File: src/rtl/core/gmw_pkg.sv
`timescale 1ns / 1ps
`default_nettype none

package gmw_pkg;

	localparam int MAX_SLOTS = 64;
	localparam int SLOT_W    = $clog2(MAX_SLOTS);
	localparam int CNT_W     = 7;
	localparam int IDX_W     = 8;
	localparam int MASK_BITS = 32;

	typedef enum logic [1:0] {
		CMD_BEGIN = 2'd0,
		CMD_MARK  = 2'd1,
		CMD_QUERY = 2'd2,
		CMD_DRAIN = 2'd3
	} gmw_cmd_t;

	typedef enum logic [1:0] {
		ST_IDLE,
		ST_EXEC,
		ST_DRAIN,
		ST_FLUSH
	} gmw_state_t;

	typedef struct packed {
		logic [1:0]           cmd;
		logic [IDX_W-1:0]     chunk_index;
		logic [MASK_BITS-1:0] source_mask;
	} gmw_in_t;

	typedef struct packed {
		logic                 added;
		logic                 found;
		logic [5:0]           slot_index;
		logic [MASK_BITS-1:0] slot_mask;
		logic                 last;
	} gmw_out_t;

	// controller to datapath
	typedef struct packed {
		logic load;
		logic exec;
		logic step;
	} gmw_ctl_t;

	// datapath to controller
	typedef struct packed {
		logic drain_go;
		logic step_last;
	} gmw_sts_t;

endpackage

`default_nettype wire

File: src/rtl/core/generation_marked_worklist_core.sv
`timescale 1ns / 1ps
`default_nettype none

// per-frame deduplicating worklist over up to 64 chunk slots. an item is taken when start is
// high and busy is low; each result word shows on result for one cycle with result_strobe high
// and cannot be held off. begin_frame, mark and query keep busy high through the exec state
// after accept; a mark or query result word is registered from the exec state into result and
// result_strobe. drain walks the slot flags one per cycle up to the highest marked slot, limited
// by the single read port of the mask store. chunk_count is adopted at the next begin_frame; the
// user writes it only while idle, and the block itself does not enforce this.
module generation_marked_worklist_core (
	input  wire logic                      clk,
	input  wire logic                      arst_n,
	input  wire logic                      start,
	output logic                           busy,
	input  wire gmw_pkg::gmw_in_t          item,
	input  wire logic                      cfg_we,
	input  wire logic [gmw_pkg::CNT_W-1:0] cfg_wdata,
	output gmw_pkg::gmw_out_t              result,
	output logic                           result_strobe
);
	import gmw_pkg::*;

	gmw_ctl_t ctl;
	gmw_sts_t sts;

	gmw_ctrl u_ctrl (
		.clk    (clk),
		.arst_n (arst_n),
		.start  (start),
		.busy   (busy),
		.ctl    (ctl),
		.sts    (sts)
	);

	gmw_dp u_dp (
		.clk           (clk),
		.arst_n        (arst_n),
		.item          (item),
		.cfg_we        (cfg_we),
		.cfg_wdata     (cfg_wdata),
		.ctl           (ctl),
		.sts           (sts),
		.result        (result),
		.result_strobe (result_strobe)
	);

	a_accept_busy: assert property (@(posedge clk) disable iff (!arst_n)
		start && !busy |=> busy)
		else $error("accepted word did not raise busy");

	a_unfound_last: assert property (@(posedge clk) disable iff (!arst_n)
		result_strobe && !result.found |-> result.last)
		else $error("single-word result without last");

	a_added_not_found: assert property (@(posedge clk) disable iff (!arst_n)
		result_strobe && result.added |-> !result.found && result.slot_mask != '0)
		else $error("added result carries found or empty mask");

	a_no_strobe_after_accept: assert property (@(posedge clk) disable iff (!arst_n)
		start && !busy |=> !result_strobe)
		else $error("result word overlaps accept");

endmodule

`default_nettype wire

File: src/rtl/core/gmw_ctrl.sv
`timescale 1ns / 1ps
`default_nettype none

module gmw_ctrl (
	input  wire logic              clk,
	input  wire logic              arst_n,
	input  wire logic              start,
	output logic                   busy,
	output gmw_pkg::gmw_ctl_t      ctl,
	input  wire gmw_pkg::gmw_sts_t sts
);
	import gmw_pkg::*;

	gmw_state_t state_q;
	gmw_state_t state_nxt;

	always_ff @(posedge clk or negedge arst_n) begin
		if (!arst_n) begin
			state_q <= ST_IDLE;
		end else begin
			state_q <= state_nxt;
		end
	end

	always_comb begin
		state_nxt = state_q;
		unique case (state_q)
			ST_IDLE: begin
				if (start) state_nxt = ST_EXEC;
			end
			ST_EXEC: begin
				state_nxt = sts.drain_go ? ST_DRAIN : ST_IDLE;
			end
			ST_DRAIN: begin
				if (sts.step_last) state_nxt = ST_FLUSH;
			end
			ST_FLUSH: begin
				state_nxt = ST_IDLE;
			end
			default: state_nxt = ST_IDLE;
		endcase
	end

	always_comb begin
		busy     = 1'b1;
		ctl.load = 1'b0;
		ctl.exec = 1'b0;
		ctl.step = 1'b0;
		unique case (state_q)
			ST_IDLE: begin
				busy     = 1'b0;
				ctl.load = start;
			end
			ST_EXEC:  ctl.exec = 1'b1;
			ST_DRAIN: ctl.step = 1'b1;
			ST_FLUSH: busy = 1'b1;
			default:  busy = 1'b1;
		endcase
	end

endmodule

`default_nettype wire

File: src/rtl/core/gmw_dp.sv
`timescale 1ns / 1ps
`default_nettype none

module gmw_dp (
	input  wire logic                      clk,
	input  wire logic                      arst_n,
	input  wire gmw_pkg::gmw_in_t          item,
	input  wire logic                      cfg_we,
	input  wire logic [gmw_pkg::CNT_W-1:0] cfg_wdata,
	input  wire gmw_pkg::gmw_ctl_t         ctl,
	output gmw_pkg::gmw_sts_t              sts,
	output gmw_pkg::gmw_out_t              result,
	output logic                           result_strobe
);
	import gmw_pkg::*;

	logic [MASK_BITS-1:0] mask_mem [MAX_SLOTS];

	logic [1:0]           cmd_q;
	logic [IDX_W-1:0]     idx_q;
	logic [MASK_BITS-1:0] src_q;
	logic [MASK_BITS-1:0] rd_q;
	logic [CNT_W-1:0]     chunk_q;
	logic [CNT_W-1:0]     active_q;
	logic [MAX_SLOTS-1:0] marked_q;
	logic [MAX_SLOTS-1:0] rem_q;
	logic [SLOT_W-1:0]    ptr_q;
	logic                 hit_s1;
	logic [SLOT_W-1:0]    idx_s1;
	logic                 last_s1;
	gmw_out_t             result_q;
	logic                 strobe_q;

	logic [SLOT_W-1:0]    slot;
	logic [SLOT_W-1:0]    rd_addr;
	logic [CNT_W-1:0]     new_count;
	logic                 in_range;
	logic                 slot_marked;
	logic                 mark_ok;
	logic [MASK_BITS-1:0] mark_mask;
	logic [MAX_SLOTS-1:0] rem_clr;
	logic                 rem_bit;

	assign slot        = idx_q[SLOT_W-1:0];
	assign rd_addr     = ctl.load ? item.chunk_index[SLOT_W-1:0] : ptr_q;
	assign new_count   = (chunk_q > CNT_W'(MAX_SLOTS)) ? CNT_W'(MAX_SLOTS) : chunk_q;
	assign in_range    = idx_q < {{(IDX_W-CNT_W){1'b0}}, active_q};
	assign slot_marked = in_range && marked_q[slot];
	assign mark_ok     = in_range && (src_q != '0);
	assign mark_mask   = marked_q[slot] ? (rd_q | src_q) : src_q;
	assign rem_bit     = rem_q[ptr_q];
	assign rem_clr     = rem_q & ~(MAX_SLOTS'(1) << ptr_q);

	assign sts.drain_go  = (cmd_q == CMD_DRAIN) && (marked_q != '0);
	assign sts.step_last = rem_bit && (rem_clr == '0);

	// mask store: one write port, one registered read port
	always_ff @(posedge clk) begin
		if (ctl.exec && cmd_q == CMD_MARK && mark_ok) begin
			mask_mem[slot] <= mark_mask;
		end
	end

	always_ff @(posedge clk) begin
		rd_q <= mask_mem[rd_addr];
	end

	always_ff @(posedge clk) begin
		if (ctl.load) begin
			cmd_q <= item.cmd;
			idx_q <= item.chunk_index;
			src_q <= item.source_mask;
		end
		if (ctl.exec) begin
			ptr_q <= '0;
			rem_q <= marked_q;
		end else if (ctl.step) begin
			ptr_q <= ptr_q + SLOT_W'(1);
			rem_q <= rem_clr;
		end
		idx_s1   <= ptr_q;
		last_s1  <= rem_clr == '0;
	end

	always_ff @(posedge clk or negedge arst_n) begin
		if (!arst_n) begin
			chunk_q  <= CNT_W'(MAX_SLOTS);
			active_q <= '0;
			marked_q <= '0;
			hit_s1   <= 1'b0;
		end else begin
			if (cfg_we) chunk_q <= cfg_wdata;
			// per-frame marks: a new frame always drops every mark
			if (ctl.exec && cmd_q == CMD_BEGIN) begin
				active_q <= new_count;
				marked_q <= '0;
			end else if (ctl.exec && cmd_q == CMD_MARK && mark_ok) begin
				marked_q[slot] <= 1'b1;
			end
			hit_s1 <= ctl.step && rem_bit;
		end
	end

	always_ff @(posedge clk or negedge arst_n) begin
		if (!arst_n) begin
			strobe_q <= 1'b0;
		end else begin
			strobe_q <= (ctl.exec && cmd_q != CMD_BEGIN && !sts.drain_go) || hit_s1;
		end
	end

	always_ff @(posedge clk) begin
		if (hit_s1) begin
			result_q.added      <= 1'b0;
			result_q.found      <= 1'b1;
			result_q.slot_index <= 6'(idx_s1);
			result_q.slot_mask  <= rd_q;
			result_q.last       <= last_s1;
		end else if (ctl.exec) begin
			result_q.added      <= 1'b0;
			result_q.found      <= 1'b0;
			result_q.slot_index <= '0;
			result_q.slot_mask  <= '0;
			result_q.last       <= 1'b1;
			case (cmd_q)
				CMD_MARK: begin
					if (mark_ok) begin
						result_q.added     <= !marked_q[slot];
						result_q.slot_mask <= mark_mask;
					end
				end
				CMD_QUERY: begin
					if (slot_marked) begin
						result_q.found     <= 1'b1;
						result_q.slot_mask <= rd_q;
					end
				end
				default: ;
			endcase
		end
	end

	assign result        = result_q;
	assign result_strobe = strobe_q;

endmodule

`default_nettype wire

File: config.mk
export PLATFORM = sky130hd
export DESIGN_NAME = generation_marked_worklist_core
export DESIGN_NICKNAME = d
export VERILOG_FILES = /design/src/rtl/core/gmw_pkg.sv /design/src/rtl/core/generation_marked_worklist_core.sv /design/src/rtl/core/gmw_ctrl.sv /design/src/rtl/core/gmw_dp.sv
export SDC_FILE = /design/constraint.sdc
export NUM_CORES = 2
export LEC_CHECK = 0
export BUFFER_PORTS_ARGS = -buffer_cell sky130_fd_sc_hd__buf_2
export CORE_AREA = 2 2 412 414
export DETAILED_ROUTE_END_ITERATION = 6
export DIE_AREA = 0 0 414 416
export GPL_ROUTABILITY_DRIVEN = 0
export PLACE_DENSITY = 0.76
export SETUP_SLACK_MARGIN = 0.3
export SYNTH_ARGS = -nofsm -noshare
export SYNTH_HDL_FRONTEND = slang
export SYNTH_SLANG_ARGS = --single-unit
File: constraint.sdc
create_clock -name clk -period 5.8 [get_ports clk]
set_input_delay 0 -clock clk [delete_from_list [all_inputs] [get_ports clk]]
set_output_delay 0 -clock clk [all_outputs]
set_load 0.005 [all_outputs]
# Yosys cells after proc, flatten, opt, wreduce, memory -nomap -nowiden
# Memory sizes are Yosys's and may differ from the RTL's. A register that Yosys moved wholly into a read port is not among the register bits.
# Index checks and enable logic that the tools add are counted.
# classes
add_sub_neg	1
order_cmp	5
n_eq_ne	8
shifts	1
muxes	32
bitwise	4
reduce_logical	24
# ops
op	count
$mux 64	4
$mux 32	3
$mux 39	2
$and 64x64->64	1
$logic_not 64->1	1
$not 64->64	1
$or 64x64->64	1
$pmux 32 s2	1
$reduce_bool 64->1	1
$shl 1x6->64 const A	1
$or 32x32->32	1
$reduce_bool 32->1	1
$lt 6x7->1 const B	2
$mux 1	13
$bmux 1 s6	2
$logic_and 1x1->1	11
$eq 2x2->1 const B	4
$lt 8x7->1	1
$pmux 2 s4	1
$reduce_bool 2->1	4
$gt 7x7->1 const B	1
$mux 7	1
$add 6x1->6 const B	1
$demux 1 s6	1
9 further kinds	15
# totals
ff_bits	242
mem_bits_rw	2048
inputBits	53
out_inout_bits	43
elab_cells	94
n_memories	1
# mem_list
name	words	word_bits	rd	rd_ports_with_merged_regs	write_ports	line	source
u_dp.mask_mem	64	32	1	1	1	gmw_dp.sv:17	logic [MASK_BITS-1:0] mask_mem [MAX_SLOTS];

# Logic depth before layout (Yosys ltp)
# logic_depth
ltp_word	7
mapped_depth	12
depth_no_buf	9

# Cells and area by module
# From an unflattened synthesis, not the netlist that was laid out.
# hier_totals
hier_cells	6267
hier_area_um2	91390.2
# by_module_without_submodules
module	n_inst	cells_each	area_each_um2	seq_area_each_um2
gmw_dp	1	6257	91277.5	68797.2
gmw_ctrl	1	10	112.6	50.0

# Worst setup path before layout
# OpenSTA, ideal clock, no wires.
# synth_timing
path_type	reg-to-reg
startpoint	reg u_dp.idx_q[0]
endpoint	mem u_dp.mask_mem[13][0] (enable)
setup_time_ns	0.461
arrival_time_ns	4.105
t_required_ns	5.339
path_slack_ns	1.234
path_stages_with_launch	11
n_path_buf	3
period_less_slack_ns	4.566
cell_sequence	edfxtp_1 buf_4 nand2b_1 a21o_1 a21oi_1 o21ai_1 a31oi_1 nand3_1 clkbuf_1 buf_1 nor3_1
# synth_via
elab_chain_cells	5
# synth_rtl
item	line	source
from (decl)	gmw_dp.sv:20	logic [IDX_W-1:0] idx_q;
from (signal assigned)	gmw_dp.sv:71	idx_q <= item.chunk_index;
$lt 8x7->1	gmw_dp.sv:47	assign in_range = idx_q < {{(IDX_W-CNT_W){1'b0}}, active_q};
$logic_and 1x1->1	gmw_dp.sv:49	assign mark_ok = in_range && (src_q != '0);
$logic_and 1x1->1	gmw_dp.sv:59	if (ctl.exec && cmd_q == CMD_MARK && mark_ok) begin
$mux 1	gmw_dp.sv:59	
$mux 1 (not written as such)	gmw_dp.sv:60	mask_mem[slot] <= mark_mask;
to (decl)	gmw_dp.sv:17	
# Parallel ways exist; a longest one is shown, timed or not.

# Worst setup path in the final report
# layout_timing
startpoint	reg u_ctrl.state_q[0]
endpoint	reg u_dp.rd_q[12], read port of u_dp.mask_mem
# layout_via
elab_chain_cells	3
# layout_rtl
item	line	source
from (decl)	gmw_ctrl.sv:14	gmw_state_t state_q;
from (signal assigned)	gmw_ctrl.sv:21	state_q <= state_nxt;
$logic_not 2->1	gmw_ctrl.sv:49	unique case (state_q)
$mux 1	gmw_ctrl.sv:49	
$mux 6	gmw_dp.sv:45	assign rd_addr = ctl.load ? item.chunk_index[SLOT_W-1:0] : ptr_q;
to (decl)	gmw_dp.sv:22	logic [MASK_BITS-1:0] rd_q;
# No other way between the ends.
# A chain may end at the register's enable or synchronous reset.

==> impl_metrics.tcl <==
set metrics [dict create \
    syn_area_um2 91700 \
    vias_per_cell 6.84 \
    status "finished with violations" \
    fin_nets 5044 \
    synth_top_area_cell "edfxtp_1" \
    start_util_pct 54.5 \
    crit_type "reg -> reg" \
    routed_wl_um 252000 \
    synth_edf_count 2193 \
    hold_depth 2 \
    synthFlopType "edfxtp_1" \
    seq_power_share_pct 47.7 \
    max_freq_ghz 0.200 \
    post-synth-top-count-cell "edfxtp_1" \
    peakVddDrop_v 0.000448 \
    dpl.hpwl_um 143000 \
    p_leak_uw 0.0344 \
    core_um2 168000 \
    synth_top_area_share_pct 71.8 \
    design_area_um2 104000 \
    grt_pass1_wl_um 359000 \
    route.detailed.drc 4 \
    worst_clock_skew_ps 84.2 \
    p_switching_uw 13300 \
    synth_seq_cells 2322 \
    drt_iter0_drc 8596 \
    cp-startpoint "u_ctrl.state_q[0]" \
    rsz0062_at_grt "false" \
    period_needed_ps 5000 \
    dpl_cell_area_um2 95800 \
    crit_path_end_kind "register" \
    r2r_end "u_dp.rd_q[12]" \
    slew_viol_final 0 \
    setup_ws_ps 803 \
    yosysWarnings 0 \
    synthTopCellsByCount "edfxtp_1, mux4_2, nand2_1, mux2i_1, o21ai_0" \
    postSynth.asyncResetShare_pct 3.53 \
    antenna_found_initial 5 \
    ant_nets 0 \
    h-tree-depth 4 \
    powerDensity_nw_per_um2 426 \
    synth_cell_type_count 86 \
    cts_tree "yes" \
    combPwrFrac_pct 21.1 \
    seq_area_frac_synth_pct 75.1 \
    ff2ff_path_depth 12 \
    grt_overflow_total 0 \
    crit_end "u_dp.rd_q[12]" \
    cap_violations 0 \
    worst_setup_path_start_kind "register" \
    dr.pass1.iters 7 \
    track_usage_pct 29.1 \
    synth.area.top_cells "edfxtp_1, mux4_2, dfrtp_1" \
    p_clk_share_pct 31.2 \
    p_total_uw 44200 \
    dp_slack_ps 913 \
    num_io_pins 96 \
    syn_inst 4673 \
    grt_pass1_vias 49326 \
    vias 50450 \
    cts_made_buffers 217 \
    hold_buffers 107 \
    critPathMaxFanout 36 \
    post_cts.repair.setup_buffers 0 \
    synthesis.nets 4746 \
    fin_crit_sh_pct 86.2 \
    final_core_util_pct 61.7 \
    worst_ep_required_time_ps 6450 \
    violations "design-rule violations" \
    drive_gt1_share_pct 24.0 \
    hold_viol_final 0 \
    p_int_uw 30900 \
    grt_start_max_net_pins 129 \
    numClockSinks 2322 \
    rr_startpoint "u_ctrl.state_q[0]" \
    dieArea_um2 172000 \
    cts_buffer_depth 3 \
    clk_latency_ps 880 \
    clockRootBuffer "clkbuf_16" \
    syn_to_final_growth_pct 13.1 \
    die-height_um 416 \
    wl_per_cell_um 34.2 \
    crit_arrival_ps 5650 \
    finalSetupTns_ps 0 \
    clkTransAtPathRegs_ps 60 \
    slew_headroom_pct 14.1 \
    cts_resized 0 \
    postSynthAreaPerCell_um2 19.6 \
    finalSetupViolCount 0 \
    r2r_slack_ps 800 \
    die_w_um 414 \
    tightest_slew_ps 1280 \
    fp-row-count 151 \
    port_buffers 95 \
    switching_share_pct 30.2 \
    min_path_type "in -> reg" \
]
## cell type report
| cell class | count | area [µm²] |
|---|---|---|
| well taps | 2218 | 2780 |
| fillers | 11069 | 64400 |
| diodes | 1 | 2.50 |
| flip-flops and latches | 2322 | 68800 |
| clock inverters | 112 | 960 |
| clock buffers | 289 | 5920 |
| inverters | 29 | 109 |
| repair buffers | 363 | 3180 |
| multi-input cells | 2038 | 21900 |
## worst min-delay path by stage
stage	start	slack (ps)	to
global route	item[32]	70	u_dp.idx_q[0]
floorplan	arst_n	-300	async pin
CTS	item[32]	10	u_dp.idx_q[0]
detailed placement	item[0]	180	u_dp.src_q[0]
global placement	item[27]	180	u_dp.src_q[27]
finish	item[35]	80	u_dp.idx_q[3]
## sequential cells by signal (all words and copies together), names as in the netlist, 2 cells and up, named ones only
register / flops
u_dp.ptr_q: 6
u_dp.result: 41
u_dp.active_q: 7
u_dp.rd_q: 32
u_dp.idx_s1: 6
u_dp.src_q: 32
u_dp.chunk_q: 7
u_dp.mask_mem: 2048
u_dp.cmd_q: 2
u_dp.rem_q: 64
u_dp.marked_q: 64
u_dp.idx_q: 8
## cell families (layout without fill, tap and decap cells)
logic type	Yosys count	count (layout)	synth area share [%]
other	0	1	0
flip-flops	2322	2322	75.1
XOR/XNOR	3	3	0.0287
multiplexers	729	729	15.3
AND/OR/NAND/NOR	817	817	4.00
buffers and inverters	313	793	1.68
AO/OA/AOI/OAI	469	469	3.67
adder cells (fa/ha/maj)	20	20	0.273
## power groups by stage
stage / Combinational [µW] / Clock [µW] / Sequential [µW]
2_1_floorplan: 5200 / 0 / 21000
3_3_place_gp: 8780 / 0 / 21400
3_5_place_dp: 9000 / 0 / 21400
4_1_cts: 9130 / 13800 / 21000
5_1_grt: 9660 / 14500 / 21100
6_report: 9340 / 13800 / 21100
## critical path, stage by stage, from the launching register on
cell and delay, ps:
dfrtp_1 420, inv_1 150, ha_2 240, nand2_4 220, mux2i_4 630, buf_12 310, buf_12 240, buf_12 300
mux4_2 540, nand2_1 160, nand2_1 220, o21ai_0 1030, o221ai_1 260
## per-layer routing
metal,part of all wire [%],wire length [µm],GRT usage [%],vias up
met5,0,0,0,-
met4,5.6,14200,13.7,0
met3,13,33500,7.27,666
met2,46,116000,44.0,4114
met1,35,88700,40.3,25907
li1,-,-,-,19763
## cells in the final DEF, fill, tap and decap left out, types with 10 or more instances in the layout
cell,Yosys,layout
edfxtp_1,2193,2193
mux4_2,533,533
nand2_1,490,487
clkbuf_16,0,221
o21ai_0,172,172
mux2i_1,174,171
buf_4,42,130
dlygate4sd3_1,0,106
buf_2,86,94
dfrtp_1,81,81
nand3_1,78,77
nor3_2,0,64
a32o_1,64,64
clkbuf_1,112,55
clkinv_1,1,52
dfxtp_1,47,47
nor2_1,41,39
o221ai_1,34,34
clkinv_2,0,34
a22o_1,33,33
a32oi_1,32,32
buf_12,0,32
inv_1,28,27
a21o_4,0,27
nor4_1,26,26
nor3_1,86,22
o21ai_1,20,20
mux2_2,20,19
ha_1,20,18
nand2b_1,17,17
nand4_1,14,14
and2_1,13,13
clkbuf_8,0,13
a21oi_1,11,11
bufinv_16,0,10
## through the flow
stage	hold slack, ps	cells
after detailed placement	178	6863
after global placement	178	6863
after global routing	70.9	7371
final	77.2	7372
after CTS	13.6	7371
after floorplan	-296	4673
(Power assumes the default switching activity.)
